### config.mk
export PLATFORM = sky130hd
export DESIGN_NAME = manchester_frame_encoder_unit
export DESIGN_NICKNAME = d
export VERILOG_FILES = /design/src/hw/rtl/mfe_pkg.sv /design/src/hw/rtl/mfe_front.sv /design/src/hw/rtl/mfe_queue.sv /design/src/hw/rtl/mfe_back.sv /design/src/hw/rtl/manchester_frame_encoder_unit.sv
export SDC_FILE = /design/constraint.sdc
export NUM_CORES = 1
export LEC_CHECK = 0
export BUFFER_PORTS_ARGS = -buffer_cell sky130_fd_sc_hd__buf_4
export CAP_MARGIN = 15
export CORE_MARGIN = 3
export CORE_UTILIZATION = 40
export CTS_CLUSTER_DIAMETER = 200
export DETAILED_ROUTE_END_ITERATION = 10
export HOLD_SLACK_MARGIN = 0.12
export PLACE_DENSITY = 0.64
export SYNTH_ARGS = -nofsm -noshare
export SYNTH_HDL_FRONTEND = slang
export SYNTH_SLANG_ARGS = --single-unit
export TNS_END_PERCENT = 1
### constraint.sdc
create_clock -name clk -period 3.3 [get_ports clk]
set_input_delay 0.66 -clock clk [delete_from_list [all_inputs] [get_ports clk]]
set_output_delay 0.66 -clock clk [all_outputs]
set_load 0.01 [all_outputs]
### src/hw/rtl/mfe_pkg.sv
// Shared types and constants for the framed Manchester encoder.
package mfe_pkg;

  // Field and bus widths fixed by the stream format
  localparam int VALUE_W     = 10;
  localparam int S_TDATA_W   = 16;
  localparam int M_TDATA_W   = 8;

  // Defaults for the top-level parameters
  localparam int DATA_BITS_DEF   = 10;
  localparam int QUEUE_DEPTH_DEF = 2;

  // Frame preamble: 1,1,1,0
  localparam int SYNC_BITS = 4;

  typedef enum logic [2:0] {
    ST_IDLE,
    ST_SYNC,
    ST_DATA,
    ST_STUFF,
    ST_TRAIL
  } mfe_state_t;

endpackage

### src/hw/rtl/mfe_front.sv
// Input stage: takes words from the slave stream, keeps the data bits, feeds the queue.
module mfe_front import mfe_pkg::*; #(
  parameter int DATA_BITS = DATA_BITS_DEF
) (
  input  logic                 clk,
  input  logic                 rst,
  input  logic                 s_tvalid,
  output logic                 s_tready,
  input  logic [S_TDATA_W-1:0] s_tdata,   // [9:0] value
  output logic                 q_valid,
  input  logic                 q_ready,
  output logic [DATA_BITS-1:0] q_word
);

  logic                 hold_valid;
  logic                 hold_valid_next;
  logic [DATA_BITS-1:0] hold_word;
  logic                 accept;

  assign s_tready = !hold_valid || q_ready;
  assign accept   = s_tvalid && s_tready;
  assign q_valid  = hold_valid;
  assign q_word   = hold_word;

  always_comb begin
    hold_valid_next = hold_valid;
    if (accept) begin
      hold_valid_next = 1'b1;
    end else if (hold_valid && q_ready) begin
      hold_valid_next = 1'b0;
    end
  end

  always_ff @(posedge clk) begin
    if (rst) begin
      hold_valid <= 1'b0;
    end else begin
      hold_valid <= hold_valid_next;
    end
  end

  // bits at or above DATA_BITS are dropped, missing ones read as zero
  always_ff @(posedge clk) begin
    if (accept) begin
      hold_word <= DATA_BITS'(s_tdata[VALUE_W-1:0]);
    end
  end

endmodule

### src/hw/rtl/mfe_queue.sv
// Small word queue between the input stage and the line sequencer.
module mfe_queue import mfe_pkg::*; #(
  parameter int WIDTH = DATA_BITS_DEF,
  parameter int DEPTH = QUEUE_DEPTH_DEF
) (
  input  logic             clk,
  input  logic             rst,
  input  logic             in_valid,
  output logic             in_ready,
  input  logic [WIDTH-1:0] in_data,
  output logic             out_valid,
  input  logic             out_pop,
  output logic [WIDTH-1:0] out_data
);

  localparam int PW = (DEPTH > 1) ? $clog2(DEPTH) : 1;
  localparam int CW = $clog2(DEPTH + 1);

  logic [WIDTH-1:0] mem [DEPTH];
  logic [PW-1:0]    wr_ptr;
  logic [PW-1:0]    rd_ptr;
  logic [CW-1:0]    count;
  logic             push;
  logic             pop;

  assign in_ready  = (count != CW'(DEPTH));
  assign out_valid = (count != '0);
  assign push      = in_valid && in_ready;
  assign pop       = out_pop && out_valid;
  assign out_data  = mem[rd_ptr];

  always_ff @(posedge clk) begin
    if (rst) begin
      wr_ptr <= '0;
      rd_ptr <= '0;
      count  <= '0;
    end else begin
      if (push) begin
        wr_ptr <= (wr_ptr == PW'(DEPTH - 1)) ? '0 : wr_ptr + 1'b1;
      end
      if (pop) begin
        rd_ptr <= (rd_ptr == PW'(DEPTH - 1)) ? '0 : rd_ptr + 1'b1;
      end
      if (push && !pop) begin
        count <= count + 1'b1;
      end else if (pop && !push) begin
        count <= count - 1'b1;
      end
    end
  end

  always_ff @(posedge clk) begin
    if (push) begin
      mem[wr_ptr] <= in_data;
    end
  end

endmodule

### src/hw/rtl/mfe_back.sv
// Line sequencer: sync, data, stuffed and trailing bits as half-bit levels.
module mfe_back import mfe_pkg::*; #(
  parameter int DATA_BITS = DATA_BITS_DEF
) (
  input  logic                 clk,
  input  logic                 rst,
  input  logic                 q_valid,
  output logic                 q_pop,
  input  logic [DATA_BITS-1:0] q_word,
  output logic                 m_tvalid,
  input  logic                 m_tready,
  output logic [M_TDATA_W-1:0] m_tdata,   // [0] line_level, rest zero
  output logic                 m_tlast
);

  localparam int CW  = $clog2(DATA_BITS + 1);
  localparam int SCW = $clog2(SYNC_BITS);

  mfe_state_t           state, state_next;
  logic [DATA_BITS-1:0] word, word_next;
  logic [CW-1:0]        cnt, cnt_next;        // data bits not yet sent
  logic [SCW-1:0]       sync_cnt, sync_cnt_next;
  logic                 run, run_next;        // one '1' pending
  logic                 half, half_next;
  logic                 out_valid, out_valid_next;
  logic                 out_level, out_level_next;
  logic                 out_last, out_last_next;

  logic out_free;
  logic adv;
  logic cur_bit;
  logic last_bit;

  assign out_free = !out_valid || m_tready;
  assign adv      = (state != ST_IDLE) && out_free;
  assign q_pop    = (state == ST_IDLE) && q_valid;

  assign m_tvalid = out_valid;
  assign m_tdata  = M_TDATA_W'(out_level);
  assign m_tlast  = out_last;

  always_comb begin
    cur_bit  = 1'b0;
    last_bit = 1'b0;
    case (state)
      ST_SYNC: begin
        cur_bit = (sync_cnt != SCW'(SYNC_BITS - 1));
      end
      ST_DATA: begin
        cur_bit  = word[DATA_BITS-1];
        last_bit = (cnt == CW'(1)) && !word[DATA_BITS-1];
      end
      ST_STUFF: begin
        last_bit = (cnt == '0);
      end
      ST_TRAIL: begin
        last_bit = 1'b1;
      end
      default: begin
        cur_bit  = 1'b0;
        last_bit = 1'b0;
      end
    endcase
  end

  always_comb begin
    state_next     = state;
    word_next      = word;
    cnt_next       = cnt;
    sync_cnt_next  = sync_cnt;
    run_next       = run;
    half_next      = half;
    out_valid_next = out_valid;
    out_level_next = out_level;
    out_last_next  = out_last;

    if (adv) begin
      out_valid_next = 1'b1;
      out_level_next = half ? cur_bit : !cur_bit;
      out_last_next  = half && last_bit;
      half_next      = !half;
    end else if (m_tready) begin
      out_valid_next = 1'b0;
    end

    case (state)
      ST_IDLE: begin
        if (q_valid) begin
          word_next     = q_word;
          cnt_next      = CW'(DATA_BITS);
          sync_cnt_next = '0;
          run_next      = 1'b0;
          half_next     = 1'b0;
          state_next    = ST_SYNC;
        end
      end
      ST_SYNC: begin
        if (adv && half) begin
          sync_cnt_next = sync_cnt + 1'b1;
          if (sync_cnt == SCW'(SYNC_BITS - 1)) begin
            state_next = ST_DATA;
          end
        end
      end
      ST_DATA: begin
        if (adv && half) begin
          word_next = word << 1;
          cnt_next  = cnt - 1'b1;
          if (cur_bit && run) begin
            run_next   = 1'b0;
            state_next = ST_STUFF;
          end else begin
            run_next = cur_bit;
            if (cnt == CW'(1)) begin
              state_next = cur_bit ? ST_TRAIL : ST_IDLE;
            end
          end
        end
      end
      ST_STUFF: begin
        if (adv && half) begin
          state_next = (cnt == '0) ? ST_IDLE : ST_DATA;
        end
      end
      ST_TRAIL: begin
        if (adv && half) begin
          state_next = ST_IDLE;
        end
      end
      default: begin
        state_next = ST_IDLE;
      end
    endcase
  end

  always_ff @(posedge clk) begin
    if (rst) begin
      state     <= ST_IDLE;
      half      <= 1'b0;
      out_valid <= 1'b0;
      sync_cnt  <= '0;
      run       <= 1'b0;
      cnt       <= '0;
    end else begin
      state     <= state_next;
      half      <= half_next;
      out_valid <= out_valid_next;
      sync_cnt  <= sync_cnt_next;
      run       <= run_next;
      cnt       <= cnt_next;
    end
  end

  always_ff @(posedge clk) begin
    word      <= word_next;
    out_level <= out_level_next;
    out_last  <= out_last_next;
  end

endmodule

### src/hw/rtl/manchester_frame_encoder_unit.sv
// Top level of the framed Manchester encoder: input stage, word queue, line sequencer.
// A word passes the front register, the queue and the sequencer state before m_tvalid.
// Throughput: one half-bit per cycle while m_tready is high, 2*(4+DATA_BITS) to
//   2*(4+DATA_BITS+(DATA_BITS+1)/2) half-bits per word (28..38 at DATA_BITS=10), plus
//   an IDLE state in the sequencer to load the next word; the sequencer's one-half-bit-per-cycle output sets this.
// Reset: rst (sync, high) empties the queue and drops any frame in flight.
module manchester_frame_encoder_unit import mfe_pkg::*; #(
  parameter int DATA_BITS   = DATA_BITS_DEF,
  parameter int QUEUE_DEPTH = QUEUE_DEPTH_DEF
) (
  input  logic                 clk,
  input  logic                 rst,
  // word stream in
  input  logic                 s_tvalid,
  output logic                 s_tready,
  input  logic [S_TDATA_W-1:0] s_tdata,   // [9:0] value, [15:10] zero fill
  // half-bit stream out
  output logic                 m_tvalid,
  input  logic                 m_tready,
  output logic [M_TDATA_W-1:0] m_tdata,   // [0] line_level, [7:1] zero fill
  output logic                 m_tlast    // last half-bit of the frame
);

  // front stage -> queue
  logic                 fq_valid;
  logic                 fq_ready;
  logic [DATA_BITS-1:0] fq_word;

  // queue -> sequencer
  logic                 qb_valid;
  logic                 qb_pop;
  logic [DATA_BITS-1:0] qb_word;

  // Front: registers the incoming word and trims it to DATA_BITS
  mfe_front #(
    .DATA_BITS (DATA_BITS)
  ) u_front (
    .clk      (clk),
    .rst      (rst),
    .s_tvalid (s_tvalid),
    .s_tready (s_tready),
    .s_tdata  (s_tdata),
    .q_valid  (fq_valid),
    .q_ready  (fq_ready),
    .q_word   (fq_word)
  );

  // Queue: lets new words arrive while a frame is still going out
  mfe_queue #(
    .WIDTH (DATA_BITS),
    .DEPTH (QUEUE_DEPTH)
  ) u_queue (
    .clk       (clk),
    .rst       (rst),
    .in_valid  (fq_valid),
    .in_ready  (fq_ready),
    .in_data   (fq_word),
    .out_valid (qb_valid),
    .out_pop   (qb_pop),
    .out_data  (qb_word)
  );

  // Back: walks sync, data (MSB first), stuffed zeros after each pair of ones,
  // and a closing zero if a lone one is pending; each line bit is two
  // half-bits (one = low,high; zero = high,low) through an output register.
  mfe_back #(
    .DATA_BITS (DATA_BITS)
  ) u_back (
    .clk      (clk),
    .rst      (rst),
    .q_valid  (qb_valid),
    .q_pop    (qb_pop),
    .q_word   (qb_word),
    .m_tvalid (m_tvalid),
    .m_tready (m_tready),
    .m_tdata  (m_tdata),
    .m_tlast  (m_tlast)
  );

endmodule
After elaboration in Yosys (flattened, before gate mapping)
Memories as Yosys holds them, arrays and structs flattened. A register that Yosys moved wholly into a read port is not among the register bits.
Index checks and enable logic that the tools add are counted.
- add/sub/neg operators: 6
- eq/ne operators: 15
- multiplexer cells: 42
- reduce and logical (&&, ||, !) cells: 32
- operators with widths (kind ; count):
    $mux W3 ; 9
    $mux W10 ; 2
    $pmux W10 S2 ; 1
    $mux W1 ; 17
    $pmux W3 S5 ; 1
    $ne A2 B1 Y1 const B ; 6
    $reduce_bool A2 Y1 ; 6
    $logic_and A1 B1 Y1 ; 11
    $mux W2 ; 5
    $mux W4 ; 2
    $pmux W4 S2 ; 1
    $logic_not A1 Y1 ; 7
    $reduce_and A7 Y1 ; 1
    $eq A3 B2 Y1 const B ; 2
    $reduce_and A3 Y1 ; 2
    $add A2 B1 Y2 const B ; 2
    $eq A4 B1 Y1 const B ; 1
    $logic_not A4 Y1 ; 1
    $ne A2 B2 Y1 const B ; 2
    $pmux W1 S2 ; 2
    $pmux W2 S2 ; 1
    $sub A4 B1 Y4 const B ; 1
    $eq A3 B1 Y1 const B ; 1
    $eq A3 B3 Y1 const B ; 1
    8 further kinds ; 10
- register bits: 39
- RAM bits: 20
- input bits: 20
- output and inout bits: 11
- word-level logic and storage cells: 110
- memories: 1
- memory list (name ; depth ; bits a word ; read ports ; clocked after memory_dff ; wr ports ; RTL line ; RTL):
    u_queue.mem ; 2 ; 10 ; 1 ; 1 ; 1 ; mfe_queue.sv:19 ; logic [WIDTH-1:0] mem [DEPTH];

Logic depth before layout (Yosys ltp)
- depth in word-level cells: 7
- mapped depth: 10
- depth with buffers taken out: 7

Hierarchy
A second synthesis with hierarchy kept.
- cell total of the unflattened synthesis: 190
- area total of the unflattened synthesis: 2577.5 um2
- modules (own cells, without submodules) (module ; instances ; cells an instance ; area an instance (um2) ; sequential area each (um2)):
    mfe_back ; 1 ; 120 ; 1281.2 ; 600.6
    mfe_queue ; 1 ; 55 ; 940.9 ; 700.7
    mfe_front ; 1 ; 15 ; 355.3 ; 320.3

Least setup slack after synthesis
Ideal clock, no wire load.
- path kind: input -> register
- from: input m_tready
- to: register u_back.state[1]
- library setup time: 121 ps
- arrival time: 2229 ps
- data required time: 3179 ps
- setup slack: 950 ps
- cell stages on the path: 7
- path buffers: 0
- path through: nand2b_1 nor2b_1 ha_1 or3b_2 a21oi_1 a311o_2 mux2_4
- word-level cells in the longest chain between the ends: 5
- elaborated cells on any way between the ends: 8
- classes of those cells: 4 x eq/ne; 4 x reduce/logical
- RTL lines (element ; RTL line ; RTL):
    start: declaration ; manchester_frame_encoder_unit.sv:19 ; input logic m_tready,
    $logic_or A1 B1 Y1 * ; mfe_back.sv:34 ; assign out_free = !out_valid || m_tready;
    $logic_and A1 B1 Y1 * ; mfe_back.sv:35 ; assign adv = (state != ST_IDLE) && out_free;
    net u_back.adv ; mfe_back.sv:30 ; logic adv;
    $logic_and A1 B1 Y1 * ; n/a ;
    $ne A2 B1 Y1 (no source line) ; n/a ;
    $reduce_and A7 Y1 (no source line) * ; n/a ;
    end signal: assignment ; mfe_back.sv:145 ; state <= state_next;
    end: declaration ; mfe_back.sv:19 ; mfe_state_t state, state_next;
The timed path passes the listed nets; every way through them passes the cells marked *.
A chain may end at the register's enable or synchronous reset.

Worst setup path in the final report
- from: register u_back.state[2]
- to: register u_back.state[1]
- elaborated cells on any way between the ends: 21
- classes of those cells: 11 x eq/ne; 4 x mux; 6 x reduce/logical
- RTL lines (element ; RTL line):
    $reduce_bool A3 Y1 * ; mfe_back.sv:35
    $logic_and A1 B1 Y1 * ; mfe_back.sv:35
    net u_back.adv ; mfe_back.sv:30
    $logic_and A1 B1 Y1 * ; n/a
    $ne A2 B1 Y1 (no source line) ; n/a
    $reduce_and A7 Y1 (no source line) * ; n/a
The timed path passes the listed nets; every way through them passes the cells marked *. The select of a mux whose other input is x is not followed.

==> flow_metrics.py <==
metrics = {
    "run_status": {
        "run_status": "finished clean",
    },
    "clock_tree": {
        "postCtsHoldBufs": 0,
        "cts_buffer_depth": 2,
        "post-cts-setup-buffers": 0,
        "path_clk_slew_ns": 0.07,
        "cts_tree": "done",
        "cts_buffers": 9,
        "post_cts_resized": 0,
        "h-tree-depth": 3,
        "cts_sinks": 60,
        "insertion_delay_ns": 0.34,
        "cts_root_buf": "clkbuf_8",
    },
    "place": {
        "portBuffers": 17,
        "gp_congestion": 0.771,
        "hpwl_mm": 2.58,
        "dp_cells": 284,
    },
    "route": {
        "route.met2.wl_mm": 1.72,
        "drc": 0,
        "routedWlPerCell_um": 12.9,
        "drt_pre_antenna_iters": 4,
        "routed_wl_mm": 3.88,
        "wl_met3_um": 169,
        "postRouteAntennaNets": 0,
        "route.top_layer_used": "met4",
        "drt_iter0_drc": 100,
        "met1Wirelength_mm": 1.87,
        "vias_per_cell": 4.87,
        "vias": 1461,
    },
    "sta": {
        "hold_viol": 0,
        "setup_viol": 0,
        "slew_headroom": 0.427,
        "drv_slew": 0,
        "setup_tns_ns": 0,
        "clock_skew_ns": 0.00708,
        "holdWs_ns": 0.446,
        "tightest_slew_ns": 0.856,
        "finalCritPeriodShare": 0.796,
        "min_period_ns": 2.63,
        "fmax_mhz": 380,
        "rsz0062_at_grt": "false",
    },
    "setup_path": {
        "criticalPathCategory": "flop to flop",
        "cp-start-kind": "flop",
        "cp-end-kind": "flop",
        "worstPathRequired_ns": 3.53,
        "critPathArrivalTime_ns": 2.86,
        "crit_fanout": 12,
    },
    "floorplan": {
        "dieArea_um2": 7480,
        "ioPinCount": 31,
        "start_util": 0.425,
        "fp.dieW_um": 86.5,
        "fp.dieH_um": 86.5,
        "core_area_um2": 6100,
        "fp-row-count": 28,
    },
    "synth": {
        "synth_cells": 202,
        "synth_ff_type": "edfxtp_1",
        "synth-async-reset-ratio": 0,
        "ys_ff_latch": 60,
        "synth.distinct_cells": 49,
        "ys_warn_count": 0,
        "synth-edff-count": 42,
        "ys_seq_area_frac": 0.625,
        "syn_area_per_cell_um2": 12.8,
        "synthesis.area_um2": 2590,
    },
    "hold_path": {
        "min_path_type": "flop to flop",
    },
    "global_route": {
        "antenna_found_initial": 0,
        "gr-total-overflow": 0,
        "grt_pass1_wl_mm": 6.45,
        "grt_usage": 0.116,
        "grt_max_degree": 22,
        "grt_pass1_vias": 1387,
    },
    "layout": {
        "final_cell_mix": "edfxtp_1, buf_4, dfxtp_1",
        "final_common_cell": "edfxtp_1",
        "fin_cells": 300,
        "nNetsFinal": 246,
        "antenna_cells": 0,
        "fillers": 540,
        "final_core_util": 0.481,
        "drive_above_1_share": 0.213,
        "syn_to_final_growth_pct": 13.0,
    },
    "run": {
        "drv_cap": 0,
    },
    "power_and_ir_drop": {
        "fin_total_pwr_mw": 2.35,
        "vdd_drop_max_mv": 0.376,
        "power_leakage_nw": 1.07,
        "powerDensity_nw_per_um2": 804,
    },
}
==> cell usage after synthesis, types with 2 or more instances <==
cell | n | area [um^2]
mux2i_1 | 12 | 120
a21oi_1 | 8 | 40.0
nor2b_1 | 2 | 12.5
nand2_1 | 12 | 45.0
ha_1 | 6 | 75.1
o21ai_0 | 11 | 55.1
xor2_1 | 6 | 52.6
or3_1 | 2 | 12.5
dfxtp_1 | 18 | 360
nor2_1 | 12 | 45.0
buf_4 | 10 | 75.1
edfxtp_1 | 42 | 1260
and3_1 | 2 | 12.5
or3b_2 | 4 | 35.0
and2_1 | 2 | 12.5
inv_1 | 6 | 22.5
nand2b_1 | 5 | 31.3
o21ai_1 | 2 | 10.0
buf_6 | 2 | 22.5
clkbuf_1 | 4 | 15.0
nand4_1 | 2 | 12.5
nor3_1 | 5 | 25.0
==> worst max-delay path, cell delays in order (launching register included) <==
cell and delay, ns:
dfxtp_1 0.45, nor3_1 0.48, nor2b_1 0.17, ha_1 0.33, or3b_2 0.46, a21oi_1 0.15
a311o_2 0.17, mux2_4 0.30
==> flip-flops by register name (all words and copies together) (netlist names), 2 cells and up, named ones only <==
signal and flops:
u_back.cnt 4, u_back.state 3, u_back.sync_cnt 2, u_back.word 10
u_front.q_word 10, u_queue.count 2, u_queue.mem 20
==> cell type report <==
class | count | area (um^2) | share of cell area
inverters | 6 | 22.5 | 0.00769
repair buffers | 19 | 143 | 0.0487
clock buffers | 9 | 124 | 0.0423
multi-input cells | 124 | 850 | 0.290
well taps | 75 | 93.8 | 0.0320
flip-flops and latches | 60 | 1620 | 0.554
clock inverters | 7 | 75.1 | 0.0256
==> where the power goes <==
part	switching, mW	leakage (nW)	internal (mW)
combinational	0.319	0.436	0.261
sequential	0.108	0.541	1.01
clock	0.302	0.0923	0.352
==> through the flow <==
step / worst slack [ns] / area [um^2]
after detailed placement: 0.667 / 2730
final: 0.672 / 2930
after CTS: 0.663 / 2930
after floorplan: 0.950 / 2620
after global routing: 0.500 / 2930
after global placement: 0.657 / 2730
==> logic make-up (layout without fill, tap and decap cells) <==
group | Yosys count | in the layout | synth area share
muxes | 13 | 13 | 0.0521
and+or+nand+nor | 61 | 61 | 0.142
adders and majority gates | 6 | 6 | 0.0290
DFF | 60 | 60 | 0.625
buffers and inverters | 24 | 41 | 0.0555
AOI/OAI and AO/OA | 30 | 30 | 0.0705
other | 1 | 7 | 0.00145
xor gates and xnor gates | 7 | 7 | 0.0236
==> path summary, 6_finish.rpt <==
path | startpoint | end | slack (ns) | cells past startpoint
setup / recovery | u_back.state[2] | u_back.state[1] | 0.67 | 7
hold / removal | u_front.q_word[0] | u_queue.mem[0][0] | 0.45 | 0
setup reg to reg | u_back.state[2] | u_back.state[1] | 0.67 | 7
hold reg to reg | u_front.q_word[0] | u_queue.mem[0][0] | 0.45 | 0
==> per-layer routing <==
layer,global-route usage,vias up
met5,0,-
met4,0.0680,0
met3,0.0466,9
met2,0.166,39
met1,0.147,663
li1,-,750
Note: power is estimated with default switching activity, not from simulation.
